===== src/rtl/rwl_pkg.sv =====
// Shared types and constants for the reader-writer lock manager.
// Depends on nothing; every other file of the block uses it.
`default_nettype none

package rwl_pkg;

	localparam int KIND_W    = 2;
	localparam int THREAD_W  = 4;
	localparam int STATUS_W  = 2;
	localparam int READERS_W = 5;
	localparam int DEPTH_W   = 8;

	typedef enum logic [KIND_W-1:0] {
		KIND_READ_LOCK    = 2'd0,
		KIND_WRITE_LOCK   = 2'd1,
		KIND_READ_UNLOCK  = 2'd2,
		KIND_WRITE_UNLOCK = 2'd3
	} kind_t;

	typedef enum logic [STATUS_W-1:0] {
		ST_OK      = 2'd0,
		ST_WAIT    = 2'd1,
		ST_REFUSED = 2'd2
	} status_t;

	// Commands from the controller to the datapath.
	typedef struct packed {
		logic capture;
		logic commit;
	} ctl_cmd_t;

endpackage

`default_nettype wire


===== src/rtl/rwl_req_if.sv =====
// Request channel (valid/ready) of the lock manager: lock kind and thread.
// Depends on rwl_pkg.
`default_nettype none

interface rwl_req_if;
	logic                              valid;
	logic                              ready;
	rwl_pkg::kind_t                    kind;
	logic [rwl_pkg::THREAD_W-1:0]      thread;

	modport source (output valid, output kind, output thread, input ready);
	modport sink   (input valid, input kind, input thread, output ready);
endinterface

`default_nettype wire


===== src/rtl/rwl_rsp_if.sv =====
// Response channel (valid/ready) of the lock manager: status and lock counts.
// Depends on rwl_pkg.
`default_nettype none

interface rwl_rsp_if;
	logic                              valid;
	logic                              ready;
	rwl_pkg::status_t                  status;
	logic [rwl_pkg::READERS_W-1:0]     readers_holding;
	logic [rwl_pkg::DEPTH_W-1:0]       write_depth;

	modport source (output valid, output status, output readers_holding,
		output write_depth, input ready);
	modport sink   (input valid, input status, input readers_holding,
		input write_depth, output ready);
endinterface

`default_nettype wire


===== src/rtl/rwl_ctrl.sv =====
// Controller of the lock manager: request handshake, evaluate step and the
// response valid flag. Depends on rwl_pkg.
`default_nettype none

module rwl_ctrl (
	input  wire logic              clk,
	input  wire logic              arst_n,
	input  wire logic              req_valid,
	output logic                   req_ready,
	output logic                   rsp_valid,
	input  wire logic              rsp_ready,
	output rwl_pkg::ctl_cmd_t      cmd
);
	import rwl_pkg::*;

	typedef enum logic {
		S_IDLE,
		S_EXEC
	} state_t;

	state_t state_q;
	logic   rsp_valid_q;

	assign req_ready   = (state_q == S_IDLE);
	assign cmd.capture = req_valid && req_ready;
	// Commit only when the response slot is free or drains this cycle.
	assign cmd.commit  = (state_q == S_EXEC) && (!rsp_valid_q || rsp_ready);
	assign rsp_valid   = rsp_valid_q;

	always_ff @(posedge clk or negedge arst_n) begin
		if (!arst_n) begin
			state_q     <= S_IDLE;
			rsp_valid_q <= 1'b0;
		end else begin
			unique case (state_q)
				S_IDLE: begin
					if (cmd.capture) begin
						state_q <= S_EXEC;
					end
				end
				S_EXEC: begin
					if (cmd.commit) begin
						state_q <= S_IDLE;
					end
				end
				default: state_q <= S_IDLE;
			endcase
			if (cmd.commit) begin
				rsp_valid_q <= 1'b1;
			end else if (rsp_ready) begin
				rsp_valid_q <= 1'b0;
			end
		end
	end

endmodule

`default_nettype wire


===== src/rtl/rwl_datapath.sv =====
// Datapath of the lock manager: per-thread read counts, pending writers,
// write owner and nesting, and the response word register. Depends on rwl_pkg.
`default_nettype none

module rwl_datapath #(
	parameter int THREADS    = 16,
	parameter int COUNT_BITS = 8
) (
	input  wire logic                              clk,
	input  wire logic                              arst_n,
	input  wire rwl_pkg::ctl_cmd_t                 cmd,
	input  wire rwl_pkg::kind_t                    kind,
	input  wire logic [rwl_pkg::THREAD_W-1:0]      thread,
	output rwl_pkg::status_t                       status,
	output logic [rwl_pkg::READERS_W-1:0]          readers_holding,
	output logic [rwl_pkg::DEPTH_W-1:0]            write_depth
);
	import rwl_pkg::*;

	localparam int TW = $clog2(THREADS);
	localparam int XW = (TW > THREAD_W) ? TW : THREAD_W;
	localparam int RW = $clog2(THREADS + 1);

	// Request held for the evaluate step
	kind_t                 kind_s1;
	logic [THREAD_W-1:0]   thread_s1;
	logic [TW-1:0]         idx_s1;
	logic                  in_range_s1;
	logic [COUNT_BITS-1:0] hold_s1;

	// Lock state
	logic [COUNT_BITS-1:0] hold_q [THREADS];
	logic [THREADS-1:0]    pend_q;
	logic [RW-1:0]         total_q;
	logic [THREAD_W-1:0]   wid_q;
	logic                  wvalid_q;
	logic [COUNT_BITS-1:0] nest_q;

	// Response word
	status_t               status_q;
	logic [READERS_W-1:0]  readers_q;
	logic [DEPTH_W-1:0]    depth_q;

	logic [XW-1:0]         thr_x;
	logic [TW-1:0]         idx_in;
	logic                  in_range;

	assign thr_x    = XW'(thread);
	assign idx_in   = thr_x[TW-1:0];
	assign in_range = (32'(thread) < THREADS);

	always_ff @(posedge clk) begin
		if (cmd.capture) begin
			kind_s1     <= kind;
			thread_s1   <= thread;
			idx_s1      <= idx_in;
			in_range_s1 <= in_range;
			hold_s1     <= in_range ? hold_q[idx_in] : '0;
		end
	end

	// Evaluate
	status_t               st;
	logic                  hold_we;
	logic [COUNT_BITS-1:0] hold_nx;
	logic                  pend_we;
	logic                  pend_nx;
	logic [RW-1:0]         total_nx;
	logic [THREAD_W-1:0]   wid_nx;
	logic                  wvalid_nx;
	logic [COUNT_BITS-1:0] nest_nx;
	logic                  hold_zero;
	logic                  hold_max;
	logic                  nest_max;
	logic                  owner;

	assign hold_zero = (hold_s1 == '0);
	assign hold_max  = &hold_s1;
	assign nest_max  = &nest_q;
	assign owner     = wvalid_q && (wid_q == thread_s1);

	always_comb begin
		st        = ST_REFUSED;
		hold_we   = 1'b0;
		hold_nx   = hold_s1;
		pend_we   = 1'b0;
		pend_nx   = 1'b0;
		total_nx  = total_q;
		wid_nx    = wid_q;
		wvalid_nx = wvalid_q;
		nest_nx   = nest_q;
		if (in_range_s1) begin
			unique case (kind_s1)
				KIND_READ_LOCK: begin
					if (wvalid_q || (|pend_q)) begin
						st = ST_WAIT;
					end else if (!hold_max) begin
						st      = ST_OK;
						hold_we = 1'b1;
						hold_nx = hold_s1 + 1'b1;
						if (hold_zero) begin
							total_nx = total_q + 1'b1;
						end
					end
				end
				KIND_WRITE_LOCK: begin
					if (owner) begin
						if (!nest_max) begin
							st      = ST_OK;
							nest_nx = nest_q + 1'b1;
						end
					end else if (wvalid_q || (total_q != '0)) begin
						st      = ST_WAIT;
						pend_we = 1'b1;
						pend_nx = 1'b1;
					end else begin
						st        = ST_OK;
						pend_we   = 1'b1;
						pend_nx   = 1'b0;
						wvalid_nx = 1'b1;
						wid_nx    = thread_s1;
						nest_nx   = COUNT_BITS'(1);
					end
				end
				KIND_READ_UNLOCK: begin
					if ((total_q != '0) && !hold_zero) begin
						st      = ST_OK;
						hold_we = 1'b1;
						hold_nx = hold_s1 - 1'b1;
						if (hold_s1 == COUNT_BITS'(1)) begin
							total_nx = total_q - 1'b1;
						end
					end
				end
				KIND_WRITE_UNLOCK: begin
					if (owner && (nest_q != '0)) begin
						st      = ST_OK;
						nest_nx = nest_q - 1'b1;
						if (nest_q == COUNT_BITS'(1)) begin
							wvalid_nx = 1'b0;
							wid_nx    = '0;
						end
					end
				end
				default: st = ST_REFUSED;
			endcase
		end
	end

	always_ff @(posedge clk or negedge arst_n) begin
		if (!arst_n) begin
			for (int i = 0; i < THREADS; i++) begin
				hold_q[i] <= '0;
			end
			pend_q   <= '0;
			total_q  <= '0;
			wid_q    <= '0;
			wvalid_q <= 1'b0;
			nest_q   <= '0;
		end else if (cmd.commit) begin
			if (hold_we) begin
				hold_q[idx_s1] <= hold_nx;
			end
			if (pend_we) begin
				pend_q[idx_s1] <= pend_nx;
			end
			total_q  <= total_nx;
			wid_q    <= wid_nx;
			wvalid_q <= wvalid_nx;
			nest_q   <= nest_nx;
		end
	end

	always_ff @(posedge clk) begin
		if (cmd.commit) begin
			status_q  <= st;
			readers_q <= READERS_W'(total_nx);
			depth_q   <= DEPTH_W'(nest_nx);
		end
	end

	assign status          = status_q;
	assign readers_holding = readers_q;
	assign write_depth     = depth_q;

endmodule

`default_nettype wire


===== src/rtl/reader_writer_lock_manager.sv =====
// Reader-writer lock manager with writer preference, top level.
// Depends on rwl_pkg, rwl_req_if, rwl_rsp_if, rwl_ctrl and rwl_datapath.
//
// Usage:
//   req carries one lock request word: kind (read lock, write lock,
//   read unlock, write unlock) and the requesting thread. rsp returns one
//   word per request: status (granted/released, wait and retry, refused),
//   the number of threads holding a read lock and the write nesting depth.
//   A blocked lock is not queued; the thread retries the request later.
//   Timing: a request is taken in the idle state, evaluated against the
//   lock registers in the execute state once the response register is
//   free, and written to the response register when it commits.
//   One request is in flight at a time: the next is taken only after the
//   capture/evaluate sequence of the controller has committed the last.
//   Stall: a response waiting in the output register does not block the
//   next request from being accepted; its evaluation waits until the
//   response register is free.
//   Reset: all read counts, pending writers, the write owner and the
//   nesting depth clear at once; requests are taken right after reset.
`default_nettype none

module reader_writer_lock_manager #(
	parameter int THREADS    = 16,
	parameter int COUNT_BITS = 8
) (
	input  wire logic      clk,
	input  wire logic      arst_n,
	rwl_req_if.sink        req,
	rwl_rsp_if.source      rsp
);
	import rwl_pkg::*;

	ctl_cmd_t cmd;

	rwl_ctrl u_ctrl (
		.clk       (clk),
		.arst_n    (arst_n),
		.req_valid (req.valid),
		.req_ready (req.ready),
		.rsp_valid (rsp.valid),
		.rsp_ready (rsp.ready),
		.cmd       (cmd)
	);

	rwl_datapath #(
		.THREADS    (THREADS),
		.COUNT_BITS (COUNT_BITS)
	) u_datapath (
		.clk             (clk),
		.arst_n          (arst_n),
		.cmd             (cmd),
		.kind            (req.kind),
		.thread          (req.thread),
		.status          (rsp.status),
		.readers_holding (rsp.readers_holding),
		.write_depth     (rsp.write_depth)
	);

endmodule

`default_nettype wire

===== src/flat_wrapper.sv =====
// flat-port wrapper written by rule: the top's interface ports become plain ports
module reader_writer_lock_manager_flat import rwl_pkg::*;
#(
	parameter int THREADS    = 16,
	parameter int COUNT_BITS = 8
)
  (clk, arst_n, req_valid, req_kind, req_thread, req_ready, rsp_valid, rsp_status, rsp_readers_holding, rsp_write_depth, rsp_ready);
  rwl_req_if req_i ();
  rwl_rsp_if rsp_i ();
  input  wire logic clk;
  input  wire logic arst_n;
  input wire logic [$bits(req_i.valid)-1:0] req_valid;
  input wire logic [$bits(req_i.kind)-1:0] req_kind;
  input wire logic [$bits(req_i.thread)-1:0] req_thread;
  output wire logic [$bits(req_i.ready)-1:0] req_ready;
  output wire logic [$bits(rsp_i.valid)-1:0] rsp_valid;
  output wire logic [$bits(rsp_i.status)-1:0] rsp_status;
  output wire logic [$bits(rsp_i.readers_holding)-1:0] rsp_readers_holding;
  output wire logic [$bits(rsp_i.write_depth)-1:0] rsp_write_depth;
  input wire logic [$bits(rsp_i.ready)-1:0] rsp_ready;
  assign req_i.valid = req_valid;
  assign req_i.kind = req_kind;
  assign req_i.thread = req_thread;
  assign req_ready = req_i.ready;
  assign rsp_valid = rsp_i.valid;
  assign rsp_status = rsp_i.status;
  assign rsp_readers_holding = rsp_i.readers_holding;
  assign rsp_write_depth = rsp_i.write_depth;
  assign rsp_i.ready = rsp_ready;
  reader_writer_lock_manager #(.THREADS(THREADS), .COUNT_BITS(COUNT_BITS)) u_core (.clk(clk), .arst_n(arst_n), .req(req_i), .rsp(rsp_i));
endmodule

===== config.mk =====
export PLATFORM = sky130hd
export DESIGN_NAME = reader_writer_lock_manager_flat
export DESIGN_NICKNAME = d
export VERILOG_FILES = /design/src/rtl/rwl_pkg.sv /design/src/rtl/rwl_req_if.sv /design/src/rtl/rwl_rsp_if.sv /design/src/rtl/rwl_ctrl.sv /design/src/rtl/rwl_datapath.sv /design/src/rtl/reader_writer_lock_manager.sv /design/src/flat_wrapper.sv
export SDC_FILE = /design/constraint.sdc
export NUM_CORES = 1
export LEC_CHECK = 0
export BUFFER_PORTS_ARGS = -buffer_cell sky130_fd_sc_hd__buf_2
export CELL_PAD_IN_SITES_DETAIL_PLACEMENT = 1
export CELL_PAD_IN_SITES_GLOBAL_PLACEMENT = 1
export CORE_ASPECT_RATIO = 1.5
export CORE_UTILIZATION = 50
export CTS_CLUSTER_SIZE = 12
export DETAILED_ROUTE_END_ITERATION = 10
export HOLD_SLACK_MARGIN = 0.15
export PLACE_DENSITY = 0.81
export RECOVER_POWER = 100
export SLEW_MARGIN = 20
export SYNTH_ARGS = -nofsm -noshare
export SYNTH_HDL_FRONTEND = slang
export SYNTH_SLANG_ARGS = --single-unit

===== constraint.sdc =====
create_clock -name clk -period 3.9 [get_ports clk]
set_clock_uncertainty 0.2 [all_clocks]
set_input_delay 0.78 -clock clk [delete_from_list [all_inputs] [get_ports clk]]
set_output_delay 0.78 -clock clk [all_outputs]
set_load 0.02 [all_outputs]

==> summary.txt <==
Outcome
  – Status: complete, but fails checks
  – Failing checks: max-capacitance violations, max-slew violations

Route
  – Routed wire per std cell: 26.19 um
  – Total wire length: 27.65 mm
  – DR pass1 iterations: 5
  – Via/cell ratio: 6.459
  – Initial detailed-routing violation count: 459
  – Routed via count: 6821
  – DRC errors left: 0
  – DRT antenna net count: 0

Clock tree
  – Clock transition at path regs: 0.07 ns
  – Post-CTS Hold Fix Bufs: 0
  – # clock sinks: 193
  – Resized cells post-CTS: 0
  – Post-CTS Setup Repair Bufs: 0
  – CTS tree: built
  – Deepest clock path buffer count: 2
  – Worst-Skew Late Latency: 0.43 ns
  – CTS Buf Count: 17
  – H-tree depth: 4
  – CTS root buffer: clkbuf_16

Global routing
  – Congestion Overflow GR: 0
  – Vias in the first global route: 7674
  – First-pass GRT wire length: 44.09 mm
  – Largest net degree at the start of global routing: 86
  – GRT Util Overall: 29.62%
  – Antenna violations before repair: 0

Synthesis
  – Top_reg_cell synth: dfrtp_1
  – Post-synth EDFFs: 29
  – Synthesized area: 0.009728 mm2
  – Syn Nets: 775
  – Syn Inst Count: 757
  – Synth cell types: 71
  – Average size of a mapped cell: 12.85 um2
  – Ys Warns: 0
  – Post-synthesis sequential area ratio: 51.14%
  – Async SR Flop Fraction: 84.97%
  – Synthesized flop and latch total: 193

Pwr
  – Combinational power share: 17.3%
  – Sequential Power Share: 49.6%
  – Pwr per Cell Area: 475.1 mW/mm2
  – Clock share of power: 33.1%
  – Maximum vdd drop: 0.3203 mV
  – NetSw: 1.479 mW
  – Leakage: 4.676 nW
  – Switch share: 28.97%
  – Cell Int Power: 3.627 mW

Floorplanning
  – Die Footprint: 0.02003 mm2
  – Initial Util: 50.98%
  – Ports: 27
  – Die Wd: 115.9 um
  – Placeable Area: 0.01908 mm2
  – Row count: 62
  – Die Y: 172.8 um

STA
  – Final period utilization: 90.53%
  – Setup TNS: 0 ns
  – Worst relative slew slack: -51.82%
  – RSZ-0062 raised after global routing: no
  – Max-slew violations: 120
  – # setup viols final: 0
  – Min Tclk post-route: 3.531 ns
  – Final Hold Viols: 0
  – Fmax: 0.2832 GHz
  – Worst-margin pin slew: 2.277 ns

Run
  – Max Cap Viol: 2

Worst setup path
  – Crit-path cells: inv_1 -> ha_1 -> nor3b_1 -> a2111oi_0 -> clkbuf_1 -> a41o_1 -> nand3_1 -> nor2_1 -> buf_4 -> mux2_2
  – Arr. time, crit path: 3.64 ns
  – CP bufs+invs: 3
  – Family with the most delay on the worst path: compound AO/OA/AOI/OAI gates
  – Crit-path max FO: 8
  – Biggest cell delay along the critical path: 0.46 ns
  – Crit Path Class: reg -> reg
  – Worst EP required: 4.01 ns
  – Startpoint types: flop
  – Crit end category: flop
  – Critical path's slowest cell: edfxtp_1

Place
  – Final HPWL DP: 18.26 mm
  – Input/output buffers: 26
  – Routability-driven placement congestion ratio: 0.8989
  – Placed Instances: 1026

Cells and area
  – Nets: 807
  – Inserted Diodes: 0
  – Finished Layout Cells: 1056
  – Fillers: 1945
  – Area growth syn-to-layout: 10.48%
  – Share of cells above drive strength 1: 31.62%

Worst hold path
  – Worst Hold Class: reg -> reg
==> state kept, by name, indices dropped and copies added (netlist names) <==
register,count
u_core.u_ctrl.rsp_valid,1
u_core.u_datapath.wvalid_q,1
u_core.u_datapath.readers_holding,5
u_core.u_datapath.hold_q,128
u_core.u_datapath.write_depth,8
u_core.u_datapath.idx_s1,4
u_core.u_datapath.total_q,5
u_core.u_ctrl.state_q,1
u_core.u_datapath.status,2
u_core.u_datapath.wid_q,4
u_core.u_datapath.nest_q,8
u_core.u_datapath.pend_q,16
u_core.u_datapath.hold_s1,8
u_core.u_datapath.kind_s1,2
==> final cells by class <==
type,count,area [um2],area share (%)
Timing Repair Buffer,62,350.3,3.260
Multi-Input combinational cell,499,4479,41.68
Sequential cell,193,4975,46.29
Tap cell,256,320.3,2.980
Inverter,16,60.06,0.5588
Clock inverter,9,70.07,0.6519
Clock buffer,21,493.0,4.587
==> cells in the mapped netlist (all sizes together), types with 7 or more instances <==
cell    instances  area, um2
nor2           34      127.6
edfxtp         29      870.8
nor2b           8      50.05
inv            15      56.30
nor4           14      102.6
dfrtp         164       4104
nand3          21      105.1
clkbuf         35      136.4
nand2          40      150.1
xnor2           9      93.84
nor3           25      140.1
a21oi          18      97.60
or3             8      51.30
mux4           40      900.9
xor2            7      61.31
mux2          137       1543
buf            14      76.33
o21ai          21      105.1
or4             8      65.06
nand4           8      50.05
and3            8      50.05
a31oi          17      106.4
ha              8      100.1
==> placed cells by master, fill, tap and decap left out, types with 13 or more instances in the layout <==
| cell | n |
|---|---|
| mux4_2 | 40 |
| mux2_2 | 130 |
| buf_4 | 24 |
| a21oi_1 | 16 |
| o21ai_0 | 21 |
| nor4_1 | 13 |
| dfrtp_1 | 164 |
| clkbuf_16 | 19 |
| nand2_1 | 40 |
| nand3_1 | 21 |
| edfxtp_1 | 29 |
| nor2_1 | 34 |
| inv_1 | 15 |
| nor3_1 | 24 |
| clkbuf_1 | 29 |
| a31oi_1 | 17 |
==> metrics by stage <==
stage	worst slack [ns]	total power, mW	hold slack, ns	area, um2	util [%]
2_1_floorplan	0.8841	3.120	0.2746	9728	-
3_3_place_gp	0.6508	3.332	0.2807	10250	53.74
4_1_cts	0.3259	5.136	0.2395	10820	56.69
3_5_place_dp	0.4594	3.435	0.2925	10250	53.74
5_1_grt	0.1993	5.306	0.3053	10750	56.32
6_report	0.3692	5.106	0.3053	10750	56.32
==> cell families after synthesis <==
family | after synthesis | synth area share [%]
AOI/OAI and AO/OA | 103 | 7.319
xor gates and xnor gates | 16 | 1.595
adders and majority gates | 8 | 1.029
buffers and inverters | 65 | 2.804
DFF | 193 | 51.14
muxes | 180 | 25.43
and+or+nand+nor | 192 | 10.69
==> power groups by stage <==
stage | sequential (mW) | combinational, mW | clock, mW
after floorplan | 2.48 | 0.640 | 0
after global placement | 2.51 | 0.817 | 0
after detailed placement | 2.55 | 0.881 | 0
after CTS | 2.52 | 0.899 | 1.71
after global routing | 2.56 | 0.959 | 1.79
final | 2.53 | 0.883 | 1.69
==> final timing paths <==
check                                                   from                      endpoint  slack (ns)  cells past startpoint
worst max-delay path            u_core.u_datapath.hold_s1[0]  u_core.u_datapath.hold_q[46]        0.37                     10
worst min-delay path             u_core.u_datapath.pend_q[8]   u_core.u_datapath.pend_q[8]        0.31                      1
worst max register to register  u_core.u_datapath.hold_s1[0]  u_core.u_datapath.hold_q[46]        0.37                     10
worst min register to register   u_core.u_datapath.pend_q[8]   u_core.u_datapath.pend_q[8]        0.31                      1
max in group asynchronous                             arst_n  u_core.u_datapath.hold_q[91]        0.92                      2
min in group asynchronous                             arst_n  u_core.u_datapath.total_q[3]        0.78                      1
==> worst reg2reg max path, cell delays in order, from the launching register on <==
cell and delay (ns):
edfxtp_1 0.46, inv_1 0.15, ha_1 0.29, nor3b_1 0.18, a2111oi_0 0.43, clkbuf_1 0.28, a41o_1 0.37, nand3_1 0.23
nor2_1 0.22, buf_4 0.25, mux2_2 0.37
==> layer usage <==
layer	routed length (um)	part of all wire [%]	GRT usage (%)
met5	0	0	0
met4	1208	4.4	14.42
met3	1034	3.7	4.592
met1	9946	36	32.91
met2	15470	56	53.87
Note: power is estimated with default switching activity, not from simulation.
